[src/sv/hlrd_pkg.sv]
// shared types and constants for the record deframer
`timescale 1ns / 1ps

package hlrd_pkg;

    // record layout
    localparam int unsigned KEY_BYTES   = 32;
    localparam int unsigned SPAN_BYTES  = 4;
    localparam int unsigned MAX_RECORDS = 4096;

    // widths of the result fields
    localparam int unsigned NUM_W   = 13;
    localparam int unsigned ADDR_W  = 32;
    localparam int unsigned REASON_W = 3;

    // result queue sizing
    localparam int unsigned FIFO_DEPTH = 4;
    localparam int unsigned PTR_W      = 2;
    localparam int unsigned CNT_W      = 3;

    // walk phase
    typedef enum logic [1:0] {
        PH_KEY  = 2'd0,
        PH_SPAN = 2'd1,
        PH_SKIP = 2'd2
    } phase_t;

    // result kinds
    localparam logic KIND_RECORD = 1'b0;
    localparam logic KIND_FINISH = 1'b1;

    // stop reasons
    localparam logic [REASON_W-1:0] STOP_NONE       = 3'd0;
    localparam logic [REASON_W-1:0] STOP_END        = 3'd0;
    localparam logic [REASON_W-1:0] STOP_ZERO_KEY   = 3'd1;
    localparam logic [REASON_W-1:0] STOP_SHORT_SPAN = 3'd2;
    localparam logic [REASON_W-1:0] STOP_OVERRUN    = 3'd3;
    localparam logic [REASON_W-1:0] STOP_TABLE_FULL = 3'd4;

    // one result item
    typedef struct packed {
        logic                kind;
        logic [NUM_W-1:0]    number;
        logic [ADDR_W-1:0]   start;
        logic [ADDR_W-1:0]   payload;
        logic [REASON_W-1:0] reason;
        logic                last;
    } result_t;

    // results produced by one byte, handed to the queue
    typedef struct packed {
        logic [1:0] count;
        result_t    r0;
        result_t    r1;
    } push_t;

endpackage

[src/sv/hlrd_step.sv]
// walk state and per-byte record checks
`timescale 1ns / 1ps

module hlrd_step (
    input  logic                   clk,
    input  logic                   rst_n,
    input  logic                   in_fire,
    input  logic [7:0]             data_byte,
    input  logic                   cfg_fire,
    input  logic [31:0]            cfg_data,
    output hlrd_pkg::push_t        push
);
    import hlrd_pkg::*;

    localparam logic [5:0]  KEY_LAST    = 6'(KEY_BYTES);
    localparam logic [33:0] KEY_SUM     = 34'(KEY_BYTES);
    localparam logic [34:0] SLOT_SUM    = 35'(KEY_BYTES + SPAN_BYTES);
    localparam logic [34:0] NEXT_SLOT   = 35'(2 * KEY_BYTES + SPAN_BYTES);
    localparam logic [1:0]  SPAN_LAST   = 2'(SPAN_BYTES - 1);
    localparam logic [31:0] SPAN_MIN    = 32'(SPAN_BYTES);
    localparam logic [NUM_W-1:0] MAX_REC = NUM_W'(MAX_RECORDS);

    phase_t      phase_reg, phase_next;
    logic [31:0] length_reg, length_next;
    logic [31:0] pos_reg, pos_next;
    logic [5:0]  fc_reg, fc_next;
    logic        kaz_reg, kaz_next;
    logic [31:0] span_reg, span_next;
    logic [31:0] start_reg, start_next;
    logic [33:0] nstart_reg, nstart_next;
    logic [31:0] skip_reg, skip_next;
    logic [NUM_W-1:0] found_reg, found_next;
    logic        done_reg, done_next;

    // working values
    logic [34:0] len35;
    logic [31:0] start_eff;
    logic        kaz_new;
    logic [5:0]  fc_inc;
    logic [31:0] span_new;
    logic [33:0] rec_end;
    logic [34:0] slot_end;
    logic [34:0] skip_slot_end;
    logic [31:0] skip_dec;
    logic [31:0] plen;
    logic [NUM_W-1:0] found_inc;
    logic [1:0]  n_res;
    result_t     res0, res1;

    function automatic result_t make_result(
        input logic                kind,
        input logic [NUM_W-1:0]    number,
        input logic [ADDR_W-1:0]   start,
        input logic [ADDR_W-1:0]   payload,
        input logic [REASON_W-1:0] reason
    );
        result_t r;
        r.kind    = kind;
        r.number  = number;
        r.start   = start;
        r.payload = payload;
        r.reason  = reason;
        r.last    = 1'b0;
        return r;
    endfunction

    // state registers
    always_ff @(posedge clk or negedge rst_n)
    begin
        if (!rst_n)
        begin
            phase_reg  <= PH_KEY;
            length_reg <= '0;
            pos_reg    <= '0;
            fc_reg     <= '0;
            kaz_reg    <= 1'b1;
            span_reg   <= '0;
            start_reg  <= '0;
            nstart_reg <= '0;
            skip_reg   <= '0;
            found_reg  <= '0;
            done_reg   <= 1'b0;
        end
        else
        begin
            phase_reg  <= phase_next;
            length_reg <= length_next;
            pos_reg    <= pos_next;
            fc_reg     <= fc_next;
            kaz_reg    <= kaz_next;
            span_reg   <= span_next;
            start_reg  <= start_next;
            nstart_reg <= nstart_next;
            skip_reg   <= skip_next;
            found_reg  <= found_next;
            done_reg   <= done_next;
        end
    end

    // shared sums and compares
    always_comb
    begin
        len35     = {3'b000, length_reg};
        start_eff = (fc_reg == 6'd0) ? pos_reg : start_reg;
        kaz_new   = ((fc_reg == 6'd0) ? 1'b1 : kaz_reg) & (data_byte == 8'd0);
        fc_inc    = fc_reg + 6'd1;
        span_new  = span_reg | ({24'b0, data_byte} << {fc_reg[1:0], 3'b000});
        rec_end   = {2'b00, start_reg} + KEY_SUM + {2'b00, span_new};
        slot_end  = {3'b000, start_reg} + NEXT_SLOT + {3'b000, span_new};
        skip_slot_end = {1'b0, nstart_reg} + SLOT_SUM;
        skip_dec  = (skip_reg != 32'd0) ? (skip_reg - 32'd1) : skip_reg;
        plen      = span_new - SPAN_MIN;
        found_inc = found_reg + NUM_W'(1);
    end

    // next state and results for one byte
    always_comb
    begin
        phase_next  = phase_reg;
        length_next = cfg_fire ? cfg_data : length_reg;
        pos_next    = pos_reg;
        fc_next     = fc_reg;
        kaz_next    = kaz_reg;
        span_next   = span_reg;
        start_next  = start_reg;
        nstart_next = nstart_reg;
        skip_next   = skip_reg;
        found_next  = found_reg;
        done_next   = done_reg;
        n_res       = 2'd0;
        res0        = '0;
        res1        = '0;

        if (in_fire && !done_reg)
        begin
            pos_next = pos_reg + 32'd1;
            case (phase_reg)
                PH_KEY:
                begin
                    if (fc_reg == 6'd0 && pos_reg == 32'd0 &&
                        (SLOT_SUM > len35 || found_reg >= MAX_REC))
                    begin
                        // first slot cannot hold a record
                        done_next = 1'b1;
                        n_res     = 2'd1;
                        res0      = make_result(KIND_FINISH, found_reg, 32'd0, 32'd0,
                                        (SLOT_SUM > len35) ? STOP_END : STOP_TABLE_FULL);
                    end
                    else
                    begin
                        start_next = start_eff;
                        kaz_next   = kaz_new;
                        fc_next    = fc_inc;
                        if (fc_inc >= KEY_LAST)
                        begin
                            if (kaz_new)
                            begin
                                done_next = 1'b1;
                                n_res     = 2'd1;
                                res0      = make_result(KIND_FINISH, found_reg, start_eff,
                                                32'd0, STOP_ZERO_KEY);
                            end
                            else
                            begin
                                phase_next = PH_SPAN;
                                fc_next    = 6'd0;
                                span_next  = 32'd0;
                            end
                        end
                    end
                end
                PH_SPAN:
                begin
                    span_next = span_new;
                    fc_next   = fc_inc;
                    if (fc_reg[1:0] == SPAN_LAST)
                    begin
                        fc_next     = 6'd0;
                        nstart_next = rec_end;
                        if (span_new < SPAN_MIN)
                        begin
                            done_next = 1'b1;
                            n_res     = 2'd1;
                            res0      = make_result(KIND_FINISH, found_reg, start_reg,
                                            32'd0, STOP_SHORT_SPAN);
                        end
                        else if ({1'b0, rec_end} > len35)
                        begin
                            done_next = 1'b1;
                            n_res     = 2'd1;
                            res0      = make_result(KIND_FINISH, found_reg, start_reg,
                                            32'd0, STOP_OVERRUN);
                        end
                        else
                        begin
                            n_res      = 2'd1;
                            res0       = make_result(KIND_RECORD, found_reg, start_reg,
                                             plen, STOP_NONE);
                            found_next = found_inc;
                            skip_next  = plen;
                            if (plen == 32'd0)
                            begin
                                // empty payload: next slot checked at once
                                phase_next = PH_KEY;
                                start_next = rec_end[31:0];
                                if (slot_end > len35 || found_inc >= MAX_REC)
                                begin
                                    done_next = 1'b1;
                                    n_res     = 2'd2;
                                    res1      = make_result(KIND_FINISH, found_inc,
                                                    rec_end[31:0], 32'd0,
                                                    (slot_end > len35) ? STOP_END
                                                                       : STOP_TABLE_FULL);
                                end
                            end
                            else
                            begin
                                phase_next = PH_SKIP;
                            end
                        end
                    end
                end
                PH_SKIP:
                begin
                    skip_next = skip_dec;
                    if (skip_dec == 32'd0)
                    begin
                        phase_next = PH_KEY;
                        fc_next    = 6'd0;
                        start_next = nstart_reg[31:0];
                        if (skip_slot_end > len35 || found_reg >= MAX_REC)
                        begin
                            done_next = 1'b1;
                            n_res     = 2'd1;
                            res0      = make_result(KIND_FINISH, found_reg,
                                            nstart_reg[31:0], 32'd0,
                                            (skip_slot_end > len35) ? STOP_END
                                                                    : STOP_TABLE_FULL);
                        end
                    end
                end
                default:
                begin
                    phase_next = PH_KEY;
                end
            endcase
        end

        // mark the final result of this byte
        if (n_res == 2'd1)
        begin
            res0.last = 1'b1;
        end
        else if (n_res == 2'd2)
        begin
            res1.last = 1'b1;
        end

        push.count = n_res;
        push.r0    = res0;
        push.r1    = res1;
    end

endmodule

[src/sv/hlrd_result_fifo.sv]
// small result queue taking up to two results per cycle
`timescale 1ns / 1ps

module hlrd_result_fifo (
    input  logic              clk,
    input  logic              rst_n,
    input  hlrd_pkg::push_t   push,
    output logic              space_ok,
    output logic              out_valid,
    input  logic              out_ready,
    output hlrd_pkg::result_t out_data
);
    import hlrd_pkg::*;

    localparam logic [CNT_W-1:0] SPACE_LIMIT = CNT_W'(FIFO_DEPTH - 2);

    result_t          mem_reg [FIFO_DEPTH];
    logic [PTR_W-1:0] wr_reg, wr_next;
    logic [PTR_W-1:0] rd_reg, rd_next;
    logic [CNT_W-1:0] cnt_reg, cnt_next;
    logic             pop;
    logic [PTR_W-1:0] wr_plus1;

    // pointer and count update
    always_comb
    begin
        pop      = out_valid & out_ready;
        wr_plus1 = wr_reg + PTR_W'(1);
        wr_next  = wr_reg + PTR_W'(push.count);
        rd_next  = pop ? (rd_reg + PTR_W'(1)) : rd_reg;
        cnt_next = cnt_reg + CNT_W'(push.count) - CNT_W'(pop);
    end

    always_ff @(posedge clk or negedge rst_n)
    begin
        if (!rst_n)
        begin
            wr_reg  <= '0;
            rd_reg  <= '0;
            cnt_reg <= '0;
        end
        else
        begin
            wr_reg  <= wr_next;
            rd_reg  <= rd_next;
            cnt_reg <= cnt_next;
        end
    end

    // entry storage
    always_ff @(posedge clk)
    begin
        if (push.count != 2'd0)
        begin
            mem_reg[wr_reg] <= push.r0;
        end
        if (push.count == 2'd2)
        begin
            mem_reg[wr_plus1] <= push.r1;
        end
    end

    // read side
    assign out_valid = (cnt_reg != '0);
    assign out_data  = mem_reg[rd_reg];
    assign space_ok  = (cnt_reg <= SPACE_LIMIT);

endmodule

[src/sv/hash_length_record_deframer.sv]
// top level of the key / span record deframer
`timescale 1ns / 1ps
// results: a byte's results are registered into the result queue and offered in order from its head
// throughput: one byte per cycle while in_ready is high; the walk state updates in a single pass per byte
// a byte ending a record may give two results, queued in a four-entry result queue
// in_ready drops only while fewer than two queue entries are free
// reset: asynchronous, active low; walk restarts at offset 0, stream_length clears to 0

module hash_length_record_deframer (
    input  logic        clk,
    input  logic        rst_n,
    input  logic        in_valid,
    output logic        in_ready,
    input  logic [7:0]  data_byte,
    input  logic        cfg_valid,
    output logic        cfg_ready,
    input  logic [31:0] stream_length,
    output logic        out_valid,
    input  logic        out_ready,
    output logic        result_kind,
    output logic [12:0] record_number,
    output logic [31:0] record_start,
    output logic [31:0] payload_bytes,
    output logic [2:0]  stop_reason,
    output logic        last_result
);
    import hlrd_pkg::*;

    push_t   push;
    result_t head;
    logic    space_ok;
    logic    in_fire;
    logic    cfg_fire;

    // handshakes
    assign in_ready  = space_ok;
    assign cfg_ready = 1'b1;
    assign in_fire   = in_valid & in_ready;
    assign cfg_fire  = cfg_valid & cfg_ready;

    // per-byte walk
    hlrd_step u_step (
        .clk       (clk),
        .rst_n     (rst_n),
        .in_fire   (in_fire),
        .data_byte (data_byte),
        .cfg_fire  (cfg_fire),
        .cfg_data  (stream_length),
        .push      (push)
    );

    // result queue
    hlrd_result_fifo u_fifo (
        .clk       (clk),
        .rst_n     (rst_n),
        .push      (push),
        .space_ok  (space_ok),
        .out_valid (out_valid),
        .out_ready (out_ready),
        .out_data  (head)
    );

    // result beat fields
    assign result_kind   = head.kind;
    assign record_number = head.number;
    assign record_start  = head.start;
    assign payload_bytes = head.payload;
    assign stop_reason   = head.reason;
    assign last_result   = head.last;

endmodule

[config.mk]
export PLATFORM = sky130hd
export DESIGN_NAME = hash_length_record_deframer
export DESIGN_NICKNAME = d
export VERILOG_FILES = /design/src/sv/hlrd_pkg.sv /design/src/sv/hlrd_step.sv /design/src/sv/hlrd_result_fifo.sv /design/src/sv/hash_length_record_deframer.sv
export SDC_FILE = /design/constraint.sdc
export NUM_CORES = 2
export LEC_CHECK = 0
export BUFFER_PORTS_ARGS = -buffer_cell sky130_fd_sc_hd__buf_2
export CAP_MARGIN = 20
export CORE_MARGIN = 8
export CORE_UTILIZATION = 40
export DETAILED_ROUTE_END_ITERATION = 8
export PLACE_DENSITY_LB_ADDON = 0.1
export SETUP_SLACK_MARGIN = 0.4
export SKIP_LAST_GASP = 1
export SYNTH_ARGS = -nofsm -noshare
export SYNTH_HDL_FRONTEND = slang
export SYNTH_HIERARCHICAL = 1
export SYNTH_SLANG_ARGS = --single-unit
[constraint.sdc]
create_clock -name clk -period 16.15 [get_ports clk]
set_input_delay 0.8075 -clock clk [delete_from_list [all_inputs] [get_ports clk]]
set_output_delay 0.8075 -clock clk [all_outputs]
set_load 0.02 [all_outputs]
==> results.ini <==
[synthesis]
synth_flop_cell=edfxtp_1
synth_edf_count=328
netlist_area_um2=36060
synth_seq_area_share_pct=42.86
synthMuxAreaShare_pct=15.57
yosys-top-cells-area=edfxtp_1 (27%), dfrtp_1 (15%), ha_1 (6.3%)
ys_ff_latch=552
synth_cell_types=94
async_flop_share_pct=40.58
synth_area_per_cell_um2=10.64
yosys.area.top_type=edfxtp_1
synth_warnings=6
synth_adder_area_share_pct=6.481
yosys.area_share.simple_pct=12.88
synth_compound_area_share_pct=12.76
synth_xor_area_share_pct=4.153
syn_inst=3389
synth_top_family_by_area=multiplexers
synth_top_area_share_pct=27.31

[sta]
finalHoldViolCount=0
fin_crit_sh_pct=66.29
drv_slew=0
setup_ws_ns=5.445
rsz0062_at_grt=no
maxSlewHeadroom_pct=23.56
setup_viol=0
fin_skew_ns=0.03659
post-route-min-period_ns=10.71
clock.fmax_mhz=93.41
worst_pin_slew_ns=1.143
finalSetupTns_ns=0

[global_route]
antenna_found_initial=2
grt_pass1_wl_um=191400
grt_pass1_vias=27730
grt_usage_pct=25.78
grt_remaining_overflow=0
grt_max_degree=131

[routing]
ant_nets=0
drt_iter0_drc=2602
wl_um=132500
avgViaCountPerCell=6.008
route.detailed.drc=0
first_pass_iters=5
routed-via-count=27960
wl_per_cell_um=28.47

[setup_path]
cp_slowest_cell=and4bb_4
cp_data_arrival_time_ns=11.06
max_stage_delay_ns=0.89
cp-end-kind=flop
crit_path_start_kind=flop
worstSetupPathType=flop to flop
critPathMaxFanout=46
cp_data_required_time_ns=16.51

[clocking]
clock-sinks=552
cts_buffer_depth=3
cts.clk_slew.worst_paths_ns=0.06
cts_setup_buffers=0
root_buffer=clkbuf_16
cts_buffers=68
clk_latency_ns=0.64
hold_buffers=0
tritoncts=built
h-tree-depth=3
cts_resized=0

[run]
drv_cap=0

[power_and_ir_drop]
vdd_drop_max_mv=0.09692
power_density_nw_per_um2=168.5
total_power_mw=6.700
p_leak_nw=16.32

[floorplanning]
die-height_um=316.3
start_util_pct=40.19
core_area_um2=89740
io_pins=130
rows=110
die-area_um2=100000
die_w_um=316.3

[cells_and_area]
nNetsFinal=3651
layout_common_cells=edfxtp_1 (328), nor2_1 (272), nand2_1 (262)
drive_gt1_share_pct=17.21
area_growth_pct=10.26
n_fill_cell=8515
largest_reg_flops=328
area.sequential_um2=15460
final_core_util_pct=44.31
multi_input_area_um2=18910
final_common_cell=edfxtp_1

[placement]
dp_hpwl_um=96170
io_buffers=128
gp_congestion=0.9936
post-place-ws_ns=5.560

[status]
status=finished, final reports clean

[worst_hold_path]
hold_class=input port to async pin

[layout make-up]
class / count / share of cell area (%)
sequential: 552 / 38.89
antenna: 3 / 0.01888
tap: 1176 / 3.700
clock buffer: 85 / 4.515
clock inverter: 38 / 1.252
multi-input combinational: 2470 / 47.55
inverter: 152 / 1.435
timing repair buffer: 177 / 2.643
[report_power, final]
| group | total (mW) | leakage [nW] | switching, mW | internal [mW] |
|---|---|---|---|---|
| Clock | 1.58 | 1.11 | 0.666 | 0.918 |
| Combinational | 3.24 | 9.23 | 2.20 | 1.04 |
| Sequential | 1.88 | 5.99 | 0.266 | 1.61 |
[cells by family (layout without fill, tap and decap cells)]
group,after synthesis,after routing
buffers and inverters,400,452
xor gates and xnor gates,171,171
DFF,552,552
adders and majority gates,185,185
AOI/OAI and AO/OA,704,704
and+or+nand+nor,958,958
muxes,417,417
other,2,38
[path summary, 6_finish.rpt]
| path | slack [ns] | depth (start not counted) | from | to |
|---|---|---|---|---|
| max | 5.44 | 28 | u_step/fc_reg[1] | u_fifo/mem_reg[2][55] |
| min | 0.19 | 1 | rst_n | u_step/start_reg[19] |
| max reg2reg | 5.44 | 28 | u_step/fc_reg[1] | u_fifo/mem_reg[2][55] |
| min in group clk | 0.39 | 3 | stream_length[3] | u_step/length_reg[3] |
| max in group asynchronous | 14.42 | 2 | rst_n | u_fifo/rd_reg[1] |
| min reg2reg | 0.48 | 1 | u_step/done_reg | u_step/done_reg |
[metal layers]
metal	global-route usage [%]	wire (um)	share of wire, %	vias to the layer above
met2	39.85	58730	44	952
met5	0	0	0	-
met3	5.472	9965	7.5	173
met4	8.154	4575	3.5	0
met1	36.09	59200	45	14220
li1	-	-	-	12610
[Yosys cell counts, types with 13 or more instances]
master      n
nand4_1    79
buf_6      24
and3_1     33
mux2_1    157
nand3_1    74
a21oi_1   156
buf_4      48
edfxtp_1  328
mux2_2    174
o21a_1     17
dfrtp_1   223
nand2b_1   19
ha_1      182
nor2b_1    25
o31ai_1    16
inv_1     151
o21ai_0   201
o21bai_1   13
a211oi_1   22
clkbuf_1  129
buf_2      34
o221ai_1   13
xnor2_1   115
nor2_1    274
xor2_1     56
nand2_1   262
a31oi_1    36
a21o_1     39
nor3_1     48
and4_1     13
o221a_2    16
and2_1     22
mux4_2     82
or3_1      16
a22oi_1    53
nor4_1     40
[stage by stage]
step / hold slack [ns] / cells / area, um^2
global route: 0.2443 / 4650 / 39760
finish: 0.1889 / 4653 / 39760
detailed placement: 0.4725 / 4526 / 37460
global placement: 0.4643 / 4524 / 37420
floorplan: 0.4284 / 3422 / 36190
CTS: 0.2119 / 4649 / 39750
[worst max-delay path, delay by kind of cell, from the launching register on]
family / cells / cell delay (ns)
compound gates: 12 / 3.74
xor+xnor: 1 / 0.77
fa+ha+maj: 4 / 1.32
buf+inv: 4 / 1.24
flops: 1 / 0.63
mux: 1 / 0.39
simple gates: 6 / 2.20
(Power assumes the default switching activity.)
